## src/rtl/core/qet_pkg.sv

```systemverilog
`timescale 1ns / 1ps

package qet_pkg;

	// field widths
	localparam int CHAR_W = 8;
	localparam int IDX_W  = 6;
	localparam int CNT_W  = 7;
	localparam int KIND_W = 2;
	localparam int STAT_W = 2;

	// result kinds
	localparam logic [KIND_W-1:0] KIND_CHAR   = 2'd0;
	localparam logic [KIND_W-1:0] KIND_END    = 2'd1;
	localparam logic [KIND_W-1:0] KIND_STATUS = 2'd2;

	// final status codes
	localparam logic [STAT_W-1:0] STAT_OK        = 2'd0;
	localparam logic [STAT_W-1:0] STAT_TOO_MANY  = 2'd1;
	localparam logic [STAT_W-1:0] STAT_NONPRINT  = 2'd2;
	localparam logic [STAT_W-1:0] STAT_UNCLOSED  = 2'd3;

	// token limit
	localparam logic [CNT_W-1:0] TOKEN_LIMIT_CAP = 7'd64;
	localparam logic [CNT_W-1:0] MAX_TOKENS_RST  = 7'd16;

	// result queue depth
	localparam int OUT_DEPTH_DEF = 4;

	// register port
	localparam int APB_ADDR_W = 3;
	localparam int APB_DATA_W = 32;
	localparam logic REG_MAX_TOKENS = 1'b0;

	// one result item
	typedef struct packed {
		logic [KIND_W-1:0] kind;
		logic [CHAR_W-1:0] char_out;
		logic [IDX_W-1:0]  token_index;
		logic [STAT_W-1:0] status;
		logic [CNT_W-1:0]  token_count;
		logic              last_result;
	} result_t;

endpackage

```

## src/rtl/core/qet_core.sv

```systemverilog
`timescale 1ns / 1ps

module qet_core import qet_pkg::*; (
	input  logic              clk,
	input  logic              arst_n,
	input  logic              go,
	input  logic [CHAR_W-1:0] char_code,
	input  logic              end_of_string,
	input  logic [CNT_W-1:0]  max_tokens,
	output logic [1:0]        n_res,
	output result_t           res0,
	output result_t           res1
);

	typedef enum logic [1:0] {
		MODE_BETWEEN = 2'd0,
		MODE_WORD    = 2'd1,
		MODE_QUOTED  = 2'd2
	} mode_t;

	localparam logic [CHAR_W-1:0] CH_QUOTE  = 8'h22;
	localparam logic [CHAR_W-1:0] CH_BSLASH = 8'h5C;
	localparam logic [CHAR_W-1:0] CH_T      = 8'h74;
	localparam logic [CHAR_W-1:0] CH_B      = 8'h62;
	localparam logic [CHAR_W-1:0] CH_N      = 8'h6E;
	localparam logic [CHAR_W-1:0] CH_R      = 8'h72;
	localparam logic [CHAR_W-1:0] CH_F      = 8'h66;

	mode_t             mode_q, mode_d;
	logic              esc_q, esc_d;
	logic [CNT_W-1:0]  ts_q, ts_d;
	logic              err_q, err_d;

	logic              term, is_space, is_print;
	logic [CNT_W-1:0]  lim, ts_inc;

	function automatic logic [CHAR_W-1:0] translate(input logic [CHAR_W-1:0] c);
		logic [CHAR_W-1:0] r;
		case (c)
			CH_T:    r = 8'h09;
			CH_B:    r = 8'h08;
			CH_N:    r = 8'h0A;
			CH_R:    r = 8'h0D;
			CH_F:    r = 8'h0C;
			default: r = c;
		endcase
		return r;
	endfunction

	function automatic result_t mk_char(input logic [CHAR_W-1:0] c, input logic [CNT_W-1:0] ts);
		result_t r;
		r = '0;
		r.kind = KIND_CHAR;
		r.char_out = c;
		r.token_index = ts[IDX_W-1:0];
		return r;
	endfunction

	function automatic result_t mk_end(input logic [CNT_W-1:0] ts);
		result_t r;
		r = '0;
		r.kind = KIND_END;
		r.token_index = ts[IDX_W-1:0];
		return r;
	endfunction

	function automatic result_t mk_fin(input logic [STAT_W-1:0] st, input logic [CNT_W-1:0] cnt);
		result_t r;
		r = '0;
		r.kind = KIND_STATUS;
		r.status = st;
		r.token_count = cnt;
		r.last_result = 1'b1;
		return r;
	endfunction

	// character classes and clamped limit
	assign term     = end_of_string || (char_code == '0);
	assign is_space = (char_code == 8'h20) || (char_code >= 8'h09 && char_code <= 8'h0D);
	assign is_print = (char_code >= 8'h20) && (char_code <= 8'h7E);
	assign lim      = (max_tokens > TOKEN_LIMIT_CAP) ? TOKEN_LIMIT_CAP : max_tokens;
	assign ts_inc   = ts_q + 1'b1;

	// per-item step
	always_comb begin
		mode_d = mode_q;
		esc_d  = esc_q;
		ts_d   = ts_q;
		err_d  = err_q;
		n_res  = 2'd0;
		res0   = '0;
		res1   = '0;
		if (term) begin
			if (!err_q) begin
				if (mode_q == MODE_QUOTED) begin
					res0  = mk_fin(STAT_UNCLOSED, '0);
					n_res = 2'd1;
				end else if (mode_q == MODE_WORD) begin
					res0  = mk_end(ts_q);
					res1  = mk_fin(STAT_OK, ts_inc);
					n_res = 2'd2;
				end else begin
					res0  = mk_fin(STAT_OK, ts_q);
					n_res = 2'd1;
				end
			end
			mode_d = MODE_BETWEEN;
			esc_d  = 1'b0;
			ts_d   = '0;
			err_d  = 1'b0;
		end else if (!err_q) begin
			if (mode_q != MODE_BETWEEN && esc_q) begin
				// escaped character taken as is, after translation
				esc_d = 1'b0;
				res0  = mk_char(translate(char_code), ts_q);
				n_res = 2'd1;
			end else begin
				unique case (mode_q)
					MODE_BETWEEN: begin
						if (is_space) begin
							n_res = 2'd0;
						end else if (ts_q >= lim) begin
							res0  = mk_fin(STAT_TOO_MANY, '0);
							n_res = 2'd1;
							err_d = 1'b1;
						end else if (char_code == CH_QUOTE) begin
							mode_d = MODE_QUOTED;
						end else if (!is_print) begin
							res0  = mk_fin(STAT_NONPRINT, '0);
							n_res = 2'd1;
							err_d = 1'b1;
						end else begin
							mode_d = MODE_WORD;
							if (char_code == CH_BSLASH) begin
								esc_d = 1'b1;
							end else begin
								res0  = mk_char(char_code, ts_q);
								n_res = 2'd1;
							end
						end
					end
					MODE_WORD: begin
						if (is_space) begin
							res0   = mk_end(ts_q);
							n_res  = 2'd1;
							ts_d   = ts_inc;
							mode_d = MODE_BETWEEN;
						end else if (!is_print) begin
							// word closes, then the error
							res0   = mk_end(ts_q);
							res1   = mk_fin((ts_inc >= lim) ? STAT_TOO_MANY : STAT_NONPRINT, '0);
							n_res  = 2'd2;
							ts_d   = ts_inc;
							mode_d = MODE_BETWEEN;
							err_d  = 1'b1;
						end else if (char_code == CH_BSLASH) begin
							esc_d = 1'b1;
						end else begin
							res0  = mk_char(char_code, ts_q);
							n_res = 2'd1;
						end
					end
					MODE_QUOTED: begin
						if (char_code == CH_QUOTE) begin
							res0   = mk_end(ts_q);
							n_res  = 2'd1;
							ts_d   = ts_inc;
							mode_d = MODE_BETWEEN;
						end else if (!is_print) begin
							res0  = mk_fin(STAT_NONPRINT, '0);
							n_res = 2'd1;
							err_d = 1'b1;
						end else if (char_code == CH_BSLASH) begin
							esc_d = 1'b1;
						end else begin
							res0  = mk_char(char_code, ts_q);
							n_res = 2'd1;
						end
					end
					default: begin
						n_res = 2'd0;
					end
				endcase
			end
		end
	end

	// scan state
	always_ff @(posedge clk or negedge arst_n) begin
		if (!arst_n) begin
			mode_q <= MODE_BETWEEN;
			esc_q  <= 1'b0;
			ts_q   <= '0;
			err_q  <= 1'b0;
		end else if (go) begin
			mode_q <= mode_d;
			esc_q  <= esc_d;
			ts_q   <= ts_d;
			err_q  <= err_d;
		end
	end

`ifndef SYNTHESIS
	a_quiet_after_error: assert property (@(posedge clk) disable iff (!arst_n)
		(go && err_q && !term) |-> (n_res == 2'd0))
		else $error("result produced after error");

	a_second_is_status: assert property (@(posedge clk) disable iff (!arst_n)
		(go && n_res == 2'd2) |-> (res1.kind == KIND_STATUS && res1.last_result))
		else $error("second result of an item is not the final status");

	a_count_capped: assert property (@(posedge clk) disable iff (!arst_n)
		ts_q <= TOKEN_LIMIT_CAP)
		else $error("token count beyond cap");
`endif

endmodule

```

## src/rtl/core/qet_out_fifo.sv

```systemverilog
`timescale 1ns / 1ps

module qet_out_fifo import qet_pkg::*; #(
	parameter int DEPTH = OUT_DEPTH_DEF
) (
	input  logic       clk,
	input  logic       arst_n,
	input  logic [1:0] push_n,
	input  result_t    push0,
	input  result_t    push1,
	output logic       room2,
	output logic       out_valid,
	input  logic       out_stall,
	output result_t    head
);

	localparam int PTR_W = (DEPTH > 1) ? $clog2(DEPTH) : 1;
	localparam int CW    = $clog2(DEPTH + 1);

	result_t          mem [DEPTH];
	logic [PTR_W-1:0] wr_q, rd_q, wr_nxt;
	logic [CW-1:0]    cnt_q;
	logic             pop;

	function automatic logic [PTR_W-1:0] nxt(input logic [PTR_W-1:0] p);
		return (p == PTR_W'(DEPTH - 1)) ? '0 : p + 1'b1;
	endfunction

	assign wr_nxt    = nxt(wr_q);
	assign out_valid = (cnt_q != '0);
	assign pop       = out_valid && !out_stall;
	assign room2     = (cnt_q <= CW'(DEPTH - 2));
	assign head      = mem[rd_q];

	// result storage
	always_ff @(posedge clk) begin
		if (push_n != 2'd0) begin
			mem[wr_q] <= push0;
		end
		if (push_n == 2'd2) begin
			mem[wr_nxt] <= push1;
		end
	end

	// pointers and fill count
	always_ff @(posedge clk or negedge arst_n) begin
		if (!arst_n) begin
			wr_q  <= '0;
			rd_q  <= '0;
			cnt_q <= '0;
		end else begin
			if (push_n == 2'd1) begin
				wr_q <= wr_nxt;
			end else if (push_n == 2'd2) begin
				wr_q <= nxt(wr_nxt);
			end
			if (pop) begin
				rd_q <= nxt(rd_q);
			end
			cnt_q <= cnt_q + CW'(push_n) - CW'(pop);
		end
	end

`ifndef SYNTHESIS
	a_no_overflow: assert property (@(posedge clk) disable iff (!arst_n)
		(push_n != 2'd0) |-> (cnt_q <= CW'(DEPTH - 2)))
		else $error("result queue pushed without room");
`endif

endmodule

```

## src/rtl/core/quoted_escape_tokenizer_unit.sv

```systemverilog
`timescale 1ns / 1ps

// Quoted-string tokenizer: takes one character item per cycle while not
// stalled and emits token characters, end-of-token markers and one final
// status per string. A character is registered on entry and is processed
// by the core once the result queue has room; its results are written
// into the result queue, whose head is offered on the output side.
// Sustained rate is one item per cycle while the output side keeps up; an
// item that yields two results (end of token plus status) pushes both into
// the result queue at once. The result queue (OUT_DEPTH entries) must hold
// two free slots for the registered character to be processed, otherwise
// in_stall is raised. max_tokens sits at byte address 0 of the register
// port and resets to 16.
module quoted_escape_tokenizer_unit import qet_pkg::*; #(
	parameter int OUT_DEPTH = OUT_DEPTH_DEF
) (
	input  logic                  clk,
	input  logic                  arst_n,
	// input items
	input  logic                  in_valid,
	output logic                  in_stall,
	input  logic [CHAR_W-1:0]     char_code,
	input  logic                  end_of_string,
	// result items
	output logic                  out_valid,
	input  logic                  out_stall,
	output logic [KIND_W-1:0]     kind,
	output logic [CHAR_W-1:0]     char_out,
	output logic [IDX_W-1:0]      token_index,
	output logic [STAT_W-1:0]     status,
	output logic [CNT_W-1:0]      token_count,
	output logic                  last_result,
	// register port
	input  logic                  psel,
	input  logic                  penable,
	input  logic                  pwrite,
	input  logic [APB_ADDR_W-1:0] paddr,
	input  logic [APB_DATA_W-1:0] pwdata,
	output logic [APB_DATA_W-1:0] prdata,
	output logic                  pready
);

	logic              valid_s1;
	logic [CHAR_W-1:0] char_s1;
	logic              eos_s1;
	logic              room2, go;
	logic [1:0]        n_res;
	result_t           res0, res1, head;
	logic [CNT_W-1:0]  max_tokens_q;
	logic              reg_sel;

	// register port
	assign pready  = 1'b1;
	assign reg_sel = (paddr[2] == REG_MAX_TOKENS);
	assign prdata  = reg_sel ? APB_DATA_W'(max_tokens_q) : '0;

	always_ff @(posedge clk or negedge arst_n) begin
		if (!arst_n) begin
			max_tokens_q <= MAX_TOKENS_RST;
		end else if (psel && penable && pwrite && pready && reg_sel) begin
			max_tokens_q <= pwdata[CNT_W-1:0];
		end
	end

	// input register
	assign go       = valid_s1 && room2;
	assign in_stall = valid_s1 && !room2;

	always_ff @(posedge clk or negedge arst_n) begin
		if (!arst_n) begin
			valid_s1 <= 1'b0;
		end else if (!in_stall) begin
			valid_s1 <= in_valid;
		end
	end

	always_ff @(posedge clk) begin
		if (!in_stall && in_valid) begin
			char_s1 <= char_code;
			eos_s1  <= end_of_string;
		end
	end

	// tokenizer step
	qet_core u_core (
		.clk           (clk),
		.arst_n        (arst_n),
		.go            (go),
		.char_code     (char_s1),
		.end_of_string (eos_s1),
		.max_tokens    (max_tokens_q),
		.n_res         (n_res),
		.res0          (res0),
		.res1          (res1)
	);

	// result queue
	qet_out_fifo #(
		.DEPTH (OUT_DEPTH)
	) u_out (
		.clk       (clk),
		.arst_n    (arst_n),
		.push_n    (go ? n_res : 2'd0),
		.push0     (res0),
		.push1     (res1),
		.room2     (room2),
		.out_valid (out_valid),
		.out_stall (out_stall),
		.head      (head)
	);

	assign kind        = head.kind;
	assign char_out    = head.char_out;
	assign token_index = head.token_index;
	assign status      = head.status;
	assign token_count = head.token_count;
	assign last_result = head.last_result;

`ifndef SYNTHESIS
	a_stall_holds_item: assert property (@(posedge clk) disable iff (!arst_n)
		in_stall |=> valid_s1)
		else $error("registered item lost while stalled");
`endif

endmodule
```

## config.mk

```make
export PLATFORM = sky130hd
export DESIGN_NAME = quoted_escape_tokenizer_unit
export DESIGN_NICKNAME = d
export VERILOG_FILES = /design/src/rtl/core/qet_pkg.sv /design/src/rtl/core/qet_core.sv /design/src/rtl/core/qet_out_fifo.sv /design/src/rtl/core/quoted_escape_tokenizer_unit.sv
export SDC_FILE = /design/constraint.sdc
export NUM_CORES = 1
export LEC_CHECK = 0
export BUFFER_PORTS_ARGS = -buffer_cell sky130_fd_sc_hd__buf_4
export CELL_PAD_IN_SITES_DETAIL_PLACEMENT = 1
export CELL_PAD_IN_SITES_GLOBAL_PLACEMENT = 2
export CORE_MARGIN = 4
export CORE_UTILIZATION = 40
export CTS_CLUSTER_SIZE = 30
export DETAILED_ROUTE_END_ITERATION = 8
export PLACE_DENSITY = 0.82
export SLEW_MARGIN = 20
export SYNTH_ARGS = -nofsm -noshare
export SYNTH_HDL_FRONTEND = slang
export SYNTH_SLANG_ARGS = --single-unit
```

## constraint.sdc

```tcl
create_clock -name clk -period 5.9 [get_ports clk]
set_clock_uncertainty 0.05 [all_clocks]
set_input_delay 0.295 -clock clk [delete_from_list [all_inputs] [get_ports clk]]
set_output_delay 0.295 -clock clk [all_outputs]
set_load 0.02 [all_outputs]
```

==> impl_metrics.yaml <==
synth:
  synth.area.top_cells: "edfxtp_1 (18%), dfxtp_1 (14%), dfrtp_1 (7.5%)"
  syn_area_sq_mm: 0.008318
  synth-edff-count: 49
  ys_warn_count: 0
  syn_inst: 849
  synth_area_leader_cell: "edfxtp_1"
  yosysMostFrequentCell: "nand2_1"
  netlist.area_leader.share_pct: 17.69
  postSynthAreaPerCell_sq_um: 9.797
  synthDistinctLibCells: 73
  ys_top_cells_by_count: "nand2_1 (126), dfxtp_1 (60), edfxtp_1 (49)"
  ys_seq_area_share_pct: 39.97
  ys_ff_latch: 135
  synth-main-ff-cell: "dfxtp_1"
  postSynth.asyncResetShare_pct: 19.26
clock_tree:
  cts.hold.buffers_added: 10
  clkTransAtPathRegs_ns: 0.07
  clk_path_buf_depth: 2
  cts.htree.levels: 4
  cts_root_buffer: "clkbuf_16"
  cts_buffers: 17
  cts_setup_buffers: 0
  insertion_delay_ns: 0.43
  cts_resized: 0
  cts.sinks: 135
  cts_tree: "yes"
finish:
  stdcell_count: 1174
  final_util_pct: 46.66
  regArea_sq_mm: 0.003324
  nFillCells: 2298
  nets: 977
  area_growth_pct: 14.24
  drive_gt1_share_pct: 19.69
  antenna_cells: 0
  multiInputGateArea_sq_mm: 0.004423
sta:
  hold_violations: 0
  worst_pin_slew_ns: 1.006
  setup_viol: 0
  period_share_pct: 78.97
  fmax_mhz: 214.6
  fin_ws_ns: 1.241
  period_minus_slack_ns: 4.659
  rsz0062_at_grt: "false"
  finalMaxSlewViolations: 0
  tns_ns: 0
  relSlewSlack_pct: 32.92
global_routing:
  antenna_found_initial: 0
  grtUsageMet3_pct: 3.181
  use_met1_pct: 28.23
  grt_pass1_wl_microns: 41840
  grt.met2_usage_pct: 39.67
  busiest_layer: "met2"
  grt_pass1_vias: 7582
  grt_usage_pct: 22.34
  grt_max_degree: 30
  grt_overflow: 0
routing:
  wl_per_cell_microns: 21.91
  vias: 6955
  drt_pass1_iterations: 5
  postRouteAntennaNets: 0
  drt_wl_total_microns: 25720
  via_per_inst: 5.924
  drc_errors: 0
  drt_iter0_drc: 500
placed_design:
  port_buffers: 58
  dp_hpwl_microns: 18110
  place_ws_ns: 1.400
  gp_congestion: 0.8755
  dp.cells: 1132
floorplanning:
  fp.coreArea_sq_mm: 0.02036
  io_pins: 112
  fp.dieW_microns: 152.2
  fp-row-count: 52
  die_h_microns: 152.2
  fp.dieArea_sq_mm: 0.02317
  start_util_pct: 40.85
power_and_ir_drop:
  power.total_mw: 4.309
  leakage_nw: 3.837
  pwr-share-clk_pct: 24.9
  p_int_mw: 2.525
  sw_frac_of_total_pct: 41.40
  vdd_drop_max_mv: 0.2555
  comb_power_share_pct: 43.4
  p_per_area_mw_per_mm2: 453.4
  power_frac_seq_pct: 31.6
  switchingPower_mw: 1.784
critical_path:
  cp.required_ns: 6.15
  crit_path_start_kind: "flip-flop"
  r2r_slack_ns: 1.24
  cp_max_fo: 19
  r2r-end: "u_out.mem[3][3]"
  arrival_ns: 4.90
  rr_startpoint: "u_core.ts_q[0]"
  path_class: "reg2reg"
  end_kind: "flip-flop"
  r2r_cells: 14
run:
  cap_violations: 0
min_path:
  hp-class: "in2reg"
  holdPathEnd: "valid_s1"
  min_path_cells: 2
  hold_start: "in_valid"
outcome:
  run_status: "finished, final reports clean"
==> cells by family (layout without fill, tap and decap cells) <==
group                      Yosys count  in the layout  share of synthesized area [%]
adders and majority gates           35             35                          5.355
xor gates and xnor gates            10             10                          1.053
buffers and inverters              130            161                          8.017
muxes                               75             75                          13.03
and+or+nand+nor                    300            300                          17.49
other                                2             26                        0.09029
AOI/OAI and AO/OA                  162            162                          15.00
DFF                                135            135                          39.97
==> worst max-delay path: stages, from the launching register on <==
cell	delay [ns]
dfrtp_1	0.68
inv_1	0.13
ha_1	0.30
nand2b_1	0.14
a31oi_1	0.22
o21ai_0	0.25
nand2_1	0.13
a31o_1	0.65
a21oi_2	0.23
inv_1	0.10
ha_1	0.29
and2_1	0.81
nand2_1	0.22
a21oi_1	0.20
a41o_1	0.11
==> state kept, by name (all words and copies together) (netlist names), 2 cells and up <==
| signal | count |
|---|---|
| u_out.wr_q | 2 |
| u_out.cnt_q | 3 |
| u_core.mode_q | 2 |
| u_out.mem | 100 |
| u_core.ts_q | 7 |
| max_tokens_q | 7 |
| u_out.rd_q | 2 |
| char_s1 | 8 |
==> power groups by stage <==
stage	registers (mW)	clock network, mW	logic, mW
global placement	1.36	0	1.79
finish	1.36	1.07	1.87
detailed placement	1.38	0	1.87
global route	1.39	1.14	2.04
floorplan	1.28	0	1.38
CTS	1.36	1.09	1.89
==> routing by layer <==
layer | wire length, microns | part of all wire [%]
met5 | 0 | 0
met4 | 480 | 1.9
met3 | 1119 | 4.4
met2 | 13240 | 51
met1 | 10880 | 42
==> cell usage in the layout (no fill, tap or decap), types with 16 or more instances in the layout <==
| cell | n |
|---|---|
| dfrtp_1 | 25 |
| a21oi_1 | 24 |
| ha_1 | 34 |
| nor2_1 | 32 |
| inv_1 | 43 |
| mux2i_1 | 34 |
| o32ai_1 | 21 |
| and3_1 | 18 |
| conb_1 | 26 |
| nand2_1 | 126 |
| nand3_1 | 43 |
| o22ai_1 | 16 |
| dfxtp_1 | 60 |
| clkbuf_16 | 17 |
| mux4_2 | 25 |
| nand4_1 | 18 |
| buf_4 | 76 |
| mux2_2 | 16 |
| edfxtp_1 | 49 |
==> metrics by stage <==
stage / instance area [sq um] / hold WS [ns]
floorplan: 8408 / -0.05059
global route: 9503 / 0.02576
finish: 9503 / 0.01450
global placement: 8817 / 0.1920
CTS: 9503 / 0.002838
detailed placement: 8817 / 0.2079
==> area by class of cell <==
cell class | count | area share [%]
Multi-Input combinational cell | 608 | 46.54
Sequential cell | 135 | 34.98
Timing Repair Buffer | 86 | 7.057
Clock buffer | 17 | 4.477
Tap cell | 270 | 3.555
Inverter | 43 | 1.698
Clock inverter | 15 | 1.685
==> worst max path at each step <==
stage / endpoint / depth (start not counted) / start
2_1_floorplan: u_out.mem[2][2] / 18 / u_core.ts_q[0]
3_3_place_gp: u_out.mem[3][3] / 14 / u_core.ts_q[0]
3_5_place_dp: u_out.mem[3][3] / 13 / char_s1[7]
4_1_cts: u_out.mem[3][3] / 13 / char_s1[7]
5_1_grt: u_out.mem[3][3] / 14 / u_core.ts_q[0]
6_report: u_out.mem[3][3] / 14 / u_core.ts_q[0]
No activity file was read; power rests on OpenSTA's default activity.
